<file path="config.mk">
export PLATFORM = sky130hd
export DESIGN_NAME = hsr_ctrl
export DESIGN_NICKNAME = d
export VERILOG_FILES = /design/src/design/heap_sort_records_by_key_defines.svh /design/src/design/hsr_pkg.sv /design/src/design/hsr_ctrl.sv
export SDC_FILE = /design/constraint.sdc
export NUM_CORES = 1
export LEC_CHECK = 0
export BUFFER_PORTS_ARGS = -buffer_cell sky130_fd_sc_hd__buf_4
export CAP_MARGIN = 10
export CORE_MARGIN = 2
export CORE_UTILIZATION = 25
export DETAILED_ROUTE_END_ITERATION = 8
export GPL_TIMING_DRIVEN = 0
export MAX_ROUTING_LAYER = met4
export PLACE_DENSITY_LB_ADDON = 0.2
export RECOVER_POWER = 50
export SYNTH_ARGS = -nofsm -noshare
export SYNTH_HDL_FRONTEND = slang
export SYNTH_SLANG_ARGS = --single-unit
</file>
<file path="constraint.sdc">
create_clock -name i_clk -period 2.1 [get_ports i_clk]
set_clock_uncertainty 0.1 [all_clocks]
set_input_delay 0.315 -clock i_clk [delete_from_list [all_inputs] [get_ports i_clk]]
set_output_delay 0.315 -clock i_clk [all_outputs]
set_load 0.02 [all_outputs]
</file>
<file path="src/design/heap_sort_records_by_key_defines.svh">
// assertion macros used by the heap sort datapath (hsr_dp)
`ifndef HEAP_SORT_RECORDS_BY_KEY_DEFINES_SVH
`define HEAP_SORT_RECORDS_BY_KEY_DEFINES_SVH

`ifndef SYNTHESIS
// same-cycle implication, checked on i_clk, off while i_rst_n is low
`define HSR_ASSERT_IMPL(label, ante, cons, msg) \
    label: assert property (@(posedge i_clk) disable iff (!i_rst_n) (ante) |-> (cons)) \
        else $error(msg);
// next-cycle implication, checked on i_clk, off while i_rst_n is low
`define HSR_ASSERT_NEXT(label, ante, cons, msg) \
    label: assert property (@(posedge i_clk) disable iff (!i_rst_n) (ante) |=> (cons)) \
        else $error(msg);
`else
`define HSR_ASSERT_IMPL(label, ante, cons, msg)
`define HSR_ASSERT_NEXT(label, ante, cons, msg)
`endif

`endif

</file>
<file path="src/design/hsr_pkg.sv">
// shared types for the heap sort block: record, fsm state, command and status
`timescale 1ns / 1ps
`default_nettype none

package hsr_pkg;

    typedef struct packed {
        logic signed [31:0] key;
        logic [15:0]        tag;
    } t_rec;

    typedef enum logic [3:0] {
        ST_LOAD,
        ST_PREP,
        ST_BLD_RD,
        ST_BLD_LD,
        ST_SIFT_RD,
        ST_SIFT_CMP,
        ST_EXT_RD,
        ST_EXT_WR,
        ST_EMIT_RD,
        ST_EMIT_WAIT
    } t_state;

    typedef struct packed {
        logic in_ready;
        logic prep;
        logic bld_rd;
        logic bld_ld;
        logic sift_rd;
        logic sift_cmp;
        logic ext_rd;
        logic ext_wr;
        logic emit_rd;
        logic emit_ld;
    } t_cmd;

    typedef struct packed {
        logic acc_last;
        logic half_zero;
        logic move;
        logic bld_zero;
        logic len_gt1;
        logic emit_last;
        logic out_free;
    } t_stat;

endpackage

`default_nettype wire

</file>
<file path="src/design/hsr_ctrl.sv">
// sequencer for load, heap build, extraction and emission
`timescale 1ns / 1ps
`default_nettype none

module hsr_ctrl (
    input  wire logic          i_clk,
    input  wire logic          i_rst_n,
    input  wire hsr_pkg::t_stat i_stat,
    output hsr_pkg::t_cmd      o_cmd
);

    hsr_pkg::t_state r_state;
    hsr_pkg::t_state n_state;

    always_ff @(posedge i_clk) begin
        if (!i_rst_n) begin
            r_state <= hsr_pkg::ST_LOAD;
        end else begin
            r_state <= n_state;
        end
    end

    always_comb begin
        n_state = r_state;
        case (r_state)
            hsr_pkg::ST_LOAD: begin
                if (i_stat.acc_last) n_state = hsr_pkg::ST_PREP;
            end
            hsr_pkg::ST_PREP: begin
                n_state = i_stat.half_zero ? hsr_pkg::ST_EMIT_RD : hsr_pkg::ST_BLD_RD;
            end
            hsr_pkg::ST_BLD_RD:  n_state = hsr_pkg::ST_BLD_LD;
            hsr_pkg::ST_BLD_LD:  n_state = hsr_pkg::ST_SIFT_RD;
            hsr_pkg::ST_SIFT_RD: n_state = hsr_pkg::ST_SIFT_CMP;
            hsr_pkg::ST_SIFT_CMP: begin
                if (i_stat.move) begin
                    n_state = hsr_pkg::ST_SIFT_RD;
                end else if (!i_stat.bld_zero) begin
                    n_state = hsr_pkg::ST_BLD_RD;
                end else if (i_stat.len_gt1) begin
                    n_state = hsr_pkg::ST_EXT_RD;
                end else begin
                    n_state = hsr_pkg::ST_EMIT_RD;
                end
            end
            hsr_pkg::ST_EXT_RD:  n_state = hsr_pkg::ST_EXT_WR;
            hsr_pkg::ST_EXT_WR:  n_state = hsr_pkg::ST_SIFT_RD;
            hsr_pkg::ST_EMIT_RD: n_state = hsr_pkg::ST_EMIT_WAIT;
            hsr_pkg::ST_EMIT_WAIT: begin
                if (i_stat.out_free) begin
                    n_state = i_stat.emit_last ? hsr_pkg::ST_LOAD : hsr_pkg::ST_EMIT_RD;
                end
            end
            default: n_state = hsr_pkg::ST_LOAD;
        endcase
    end

    always_comb begin
        o_cmd = '0;
        case (r_state)
            hsr_pkg::ST_LOAD:      o_cmd.in_ready = 1'b1;
            hsr_pkg::ST_PREP:      o_cmd.prep     = 1'b1;
            hsr_pkg::ST_BLD_RD:    o_cmd.bld_rd   = 1'b1;
            hsr_pkg::ST_BLD_LD:    o_cmd.bld_ld   = 1'b1;
            hsr_pkg::ST_SIFT_RD:   o_cmd.sift_rd  = 1'b1;
            hsr_pkg::ST_SIFT_CMP:  o_cmd.sift_cmp = 1'b1;
            hsr_pkg::ST_EXT_RD:    o_cmd.ext_rd   = 1'b1;
            hsr_pkg::ST_EXT_WR:    o_cmd.ext_wr   = 1'b1;
            hsr_pkg::ST_EMIT_RD:   o_cmd.emit_rd  = 1'b1;
            hsr_pkg::ST_EMIT_WAIT: o_cmd.emit_ld  = i_stat.out_free;
            default:               o_cmd = '0;
        endcase
    end

endmodule

`default_nettype wire

</file>
==> flow_summary.json, run 1 <==
{
  "rsz0062_at_grt": "no",
  "num_rows": 13,
  "setup-violations-final": 0,
  "synthAdderAreaFrac": 0,
  "routed_wl_um": 922,
  "fin_nets": 81,
  "drt_iter0_markers": 7,
  "drc": 0,
  "tightest_slew_ns": 0.284,
  "fillerInstances": 149,
  "slew-limit-headroom": 0.810,
  "initial_utilization": 0.276,
  "antenna_left": 0,
  "pin_count": 19,
  "outcome": "complete, no violations",
  "diodes": 0,
  "cellLeakagePower_nw": 0.214,
  "maxCapViolations": 0,
  "synth-compound-area-share": 0.187,
  "ys_types": 24,
  "required_ns": 1.68,
  "overflow": 0,
  "hold_path_class": "in2reg",
  "worst_skew_pair.late_latency_ns": 0.23,
  "synth-seq-area-share": 0.218,
  "die_w_um": 42.4,
  "grt_pass1_wl_um": 1450,
  "syn_nets": 58,
  "viasPerCell": 4.67,
  "core_um2": 1330,
  "synthMuxAreaShare": 0,
  "synth_warnings": 0,
  "cellPowerDensity_nw_per_um2": 528,
  "synth_seq_cells": 4,
  "yosysTopAreaCell": "dfxtp_1",
  "final_common_cell": "buf_4",
  "cp_data_arrival_time_ns": 1.37,
  "max_flop_register": "r_state",
  "cts_root_buf": "clkbuf_4",
  "hold_buffers": 0,
  "grt_max_degree": 11,
  "hold_slack_ns": 0.234,
  "cts_tree": "built",
  "grt_pass1_vias": 343,
  "ir_drop_mv": 0.227,
  "drt_pass1_iterations": 4,
  "largest_reg_flops": 4,
  "yosys-top-cells-area": "dfxtp_1, nor3_1, buf_6, nand2b_4, nor2_1",
  "critPathLaunchType": "flop",
  "routabilityCongestion": 0.711,
  "die-area_um2": 1790,
  "die-height_um": 42.4,
  "htree_levels": 1,
  "cts_buffers": 3,
  "layout_common_cells": "buf_4, nor3_1, nor2_1",
  "antenna_found_initial": 0,
  "grt_use_total": 0.110,
  "hold_violations": 0,
  "synth_top_family_by_area": "simple AND/OR/NAND/NOR gates",
  "fin_crit_sh": 0.852,
  "drive_above_1_share": 0.329,
  "synth-simple-area-share": 0.493,
  "syn_avg_cell_area_um2": 7.51,
  "synth_area_um2": 368,
  "crit_fanout": 8,
  "clk_pin_slew_ns": 0.04,
  "port_buffers": 18,
  "synth_top_area_share": 0.218,
  "max_freq_mhz": 559,
  "timing.final.crit_period_ns": 1.79,
  "top_regs": "r_state (4)",
  "worst_setup_path_end_kind": "output port",
  "syn2layout_area_growth_pct": 42.9,
  "ctsResizeCount": 0,
  "vias": 397,
  "cts_sinks": 4,
  "final_max_slew_viol_count": 0,
  "cts.path.max_buffers": 2,
  "wire_per_inst_um": 10.8,
  "postSynthCellCount": 49,
  "post_cts_buffers": 0,
  "dp_hpwl_um": 677,
  "synth_xor_area_frac": 0,
  "critical_path_class": "reg2out",
  "power_mw": 0.278,
  "fin_setup_tns_ns": 0
}
[worst max-delay path, stage by stage, from the launching register on]
cell	delay, ns
dfxtp_1	0.47
nand2b_1	0.28
nor2_1	0.08
and2_1	0.16
buf_4	0.15
[path summary, 6_finish.rpt]
path / start / endpoint / slack, ns / cells past startpoint
setup / recovery: r_state[1] / o_cmd[0] / 0.31 / 4
hold / removal: i_rst_n / r_state[1] / 0.23 / 2
setup reg to reg: r_state[1] / r_state[3] / 0.76 / 4
hold reg to reg: r_state[2] / r_state[2] / 0.50 / 3
[synthesized netlist by cell type]
master,instances
and2_1,1
a31oi_1,1
o21ai_0,1
nand3_1,1
buf_6,3
nand2_1,5
o21a_1,1
inv_1,1
a21oi_1,2
o31a_1,1
or2b_1,1
nor2b_1,1
o21ai_1,1
nor4_1,1
a21o_1,1
nor3_1,7
nor2_1,6
o2111a_1,1
nand2b_4,2
nand2b_1,3
a22oi_1,1
dfxtp_1,4
nor4_2,1
nand3b_1,2
[layout make-up]
type / count / area [um^2] / area share
clock buffers: 3 / 22.5 / 0.0429
multi-input cells: 41 / 243 / 0.462
well taps: 15 / 18.8 / 0.0357
plain buffers: 3 / 33.8 / 0.0643
flip-flops and latches: 4 / 80.1 / 0.152
inverters: 1 / 3.75 / 0.00714
repair buffers: 18 / 124 / 0.236
[per-layer routing]
layer	track usage	routed length, um	share of wire
met1	0.144	437	0.47
met2	0.157	427	0.46
met3	0.0129	57	0.062
met4	0.0750	0	0
met5	-	0	0
[kinds of logic after synthesis]
logic type / Yosys count
AOI/OAI and AO/OA: 10
buffers and inverters: 4
DFF: 4
and+or+nand+nor: 31
[report_power, final]
group / switching (mW) / total [mW] / internal, mW
sequential: 0.00589 / 0.0873 / 0.0814
combinational: 0.0490 / 0.0964 / 0.0473
clock: 0.0301 / 0.0939 / 0.0638
[per-stage QoR]
| step | utilization | cell area [um^2] | cells | setup slack (ns) |
|---|---|---|---|---|
| final | 0.394 | 526 | 85 | 0.312 |
| after global routing | 0.394 | 526 | 85 | 0.218 |
| after global placement | 0.391 | 522 | 82 | 0.628 |
| after CTS | 0.408 | 544 | 85 | 0.369 |
| after detailed placement | 0.391 | 522 | 82 | 0.621 |
| after floorplan | - | 368 | 49 | 0.609 |
No activity file was read; power rests on OpenSTA's default activity.
==> run 2: changes to the inputs <==
--- a/config.mk
+++ b/config.mk
@@ -5,10 +5,12 @@
 export SDC_FILE = /design/constraint.sdc
 export NUM_CORES = 1
 export LEC_CHECK = 0
+export ABC_AREA = 1
 export BUFFER_PORTS_ARGS = -buffer_cell sky130_fd_sc_hd__buf_4
 export CAP_MARGIN = 10
 export CORE_MARGIN = 2
 export CORE_UTILIZATION = 25
+export CTS_BUF_LIST = sky130_fd_sc_hd__clkbuf_4 sky130_fd_sc_hd__clkbuf_8
 export DETAILED_ROUTE_END_ITERATION = 8
 export GPL_TIMING_DRIVEN = 0
 export MAX_ROUTING_LAYER = met4
==> run 2 against run 1 <==
Net effect:
- sequential power up 11%
- design area up 0.95%
- sequential cell count unchanged
- critical endpoint is now o_cmd[7]
==> flow_summary.json, run 2 <==
{
  "die-height_um": 42.2,
  "cts_sinks": 4,
  "synth_area_um2": 365,
  "ir_drop_mv": 0.327,
  "antenna_left": 0,
  "die_w_um": 42.2,
  "synth_seq_cells": 4,
  "grt_pass1_wl_um": 1510,
  "postSynthCellCount": 62,
  "cts_buffers": 3,
  "cts_root_buf": "clkbuf_4",
  "largest_reg_flops": 4,
  "drc": 0,
  "crit_fanout": 8,
  "ctsResizeCount": 0,
  "critical_path_class": "reg2out",
  "p_int_mw": 0.208,
  "initial_utilization": 0.274,
  "htree_levels": 1,
  "cp_data_arrival_time_ns": 1.33,
  "routed_wl_um": 888,
  "r2r-end": "r_state[0]",
  "core_um2": 1330,
  "cts.path.max_buffers": 2,
  "cellLeakagePower_nw": 0.277,
  "drt_iter0_markers": 11,
  "setup-violations-final": 0,
  "drt_pass1_iterations": 4,
  "placed_cells_incl_taps": 95,
  "dp_hpwl_um": 737,
  "hold_path_class": "in2reg",
  "final_max_slew_viol_count": 0,
  "max_flop_register": "r_state",
  "yosysTopAreaCell": "dfxtp_1",
  "maxCapViolations": 0,
  "p_switching_mw": 0.142,
  "fin_crit_sh": 0.830,
  "fin_setup_tns_ns": 0,
  "rr_startpoint": "r_state[1]",
  "pwr-share-seq": 0.276,
  "tightest_slew_ns": 0.398,
  "syn_nets": 71,
  "fin_nets": 94,
  "hold_violations": 0,
  "swShare": 0.406,
  "required_ns": 1.68,
  "syn_avg_cell_area_um2": 5.89,
  "synth_top_area_share": 0.219,
  "critPathLaunchType": "flop",
  "overflow": 0,
  "ys_types": 18,
  "num_rows": 13,
  "async_reset_ff_frac": 0,
  "p_comb_frac": 0.457,
  "die-area_um2": 1780,
  "cts_tree": "built",
  "setup.worst_path.start": "r_state[1]",
  "reg2reg_slack_ns": 0.71,
  "yosys-top-cells-area": "dfxtp_1, nand2_1, nand2_2, inv_1, nor2_1",
  "clk_pin_slew_ns": 0.04,
  "post_cts_buffers": 0,
  "antenna_found_initial": 0,
  "vias": 421,
  "routabilityCongestion": 0.752,
  "crit_end": "o_cmd[7]",
  "utilization": 0.398,
  "rsz0062_at_grt": "no",
  "reg2reg_depth": 7,
  "diodes": 0,
  "synth_flop_cell": "dfxtp_1",
  "max_freq_mhz": 574,
  "drive_above_1_share": 0.373,
  "outcome": "complete, no violations",
  "final_common_cell": "buf_4",
  "cellPowerDensity_nw_per_um2": 661,
  "port_buffers": 18,
  "fillerInstances": 159,
  "synthTopCellsByCount": "nand2_1, inv_1, nor2_1",
  "synth_warnings": 0,
  "top_regs": "r_state (4)",
  "timing.final.crit_period_ns": 1.74,
  "instances_no_fill": 98,
  "grt_max_degree": 9,
  "synth-seq-area-share": 0.219,
  "clkPwrFrac": 0.268,
  "slew-limit-headroom": 0.735,
  "grt_pass1_vias": 366,
  "viasPerCell": 4.30,
  "grt_use_total": 0.114,
  "yosysMostFrequentCell": "nand2_1",
  "hold_buffers": 0,
  "layout_common_cells": "buf_4, nand2_1, inv_1",
  "pin_count": 19,
  "wire_per_inst_um": 9.06,
  "syn2layout_area_growth_pct": 45.2,
  "worst_skew_pair.late_latency_ns": 0.23,
  "synth-edff-count": 0,
  "worst_setup_path_end_kind": "output port"
}
run 2: cell count changes after synthesis, moves of 4 or more:
cell / delta
nor3_1: -5
inv_1: +8
nand3_1: +4
nand2_2: +6
inv_2: +4
nand2_1: +5
run 2: cells by family (layout without fill, tap and decap cells):
logic type	Yosys count	in the layout	share of synthesized area
and+or+nand+nor	37	37	0.521
buffers and inverters	14	35	0.147
AOI/OAI and AO/OA	7	7	0.113
DFF	4	4	0.219
run 2: worst min path at each step:
stage / slack (ns) / start / to / cells after the start
floorplan: 0.36 / i_rst_n / r_state[0] / 2
global placement: 0.49 / i_rst_n / r_state[0] / 3
detailed placement: 0.50 / i_rst_n / r_state[0] / 3
CTS: 0.25 / i_rst_n / r_state[0] / 3
global route: 0.29 / i_stat[5] / r_state[1] / 4
finish: 0.25 / i_rst_n / r_state[0] / 3
run 2: stage by stage:
stage | area (um^2) | hold slack [ns] | setup slack (ns) | power (mW)
2_1_floorplan | 365 | 0.357 | 0.499 | 0.213
3_3_place_gp | 519 | 0.486 | 0.681 | 0.271
3_5_place_dp | 519 | 0.499 | 0.698 | 0.270
4_1_cts | 542 | 0.250 | 0.436 | 0.367
5_1_grt | 531 | 0.287 | 0.241 | 0.378
6_report | 531 | 0.253 | 0.358 | 0.351
run 2: per-layer routing:
layer	track usage	routed length, um	up-vias
met2	0.157	363	16
met3	0.0560	84	0
met5	-	0	-
met4	0.0188	0	0
li1	-	-	235
met1	0.151	440	170
run 2: cell type report:
| cell class | instances | area (um^2) | area share |
|---|---|---|---|
| well taps | 15 | 18.8 | 0.0354 |
| inverters | 13 | 48.8 | 0.0920 |
| multi-input cells | 44 | 229 | 0.432 |
| plain buffers | 1 | 3.75 | 0.00708 |
| clock buffers | 3 | 22.5 | 0.0425 |
| flip-flops and latches | 4 | 80.1 | 0.151 |
| repair buffers | 18 | 128 | 0.241 |
run 2: power by group through the flow:
stage | Clock [mW] | Combinational (mW) | Sequential, mW
2_1_floorplan | 0 | 0.117 | 0.0960
3_3_place_gp | 0 | 0.173 | 0.0985
3_5_place_dp | 0 | 0.172 | 0.0980
4_1_cts | 0.0969 | 0.173 | 0.0971
5_1_grt | 0.101 | 0.179 | 0.0984
6_report | 0.0939 | 0.160 | 0.0968
run 2: worst max-delay path, stage by stage (launching register included):
cell and delay, ns:
dfxtp_1 0.29, clkbuf_1 0.32, nand2_1 0.13, nor2_1 0.11, clkbuf_1 0.23
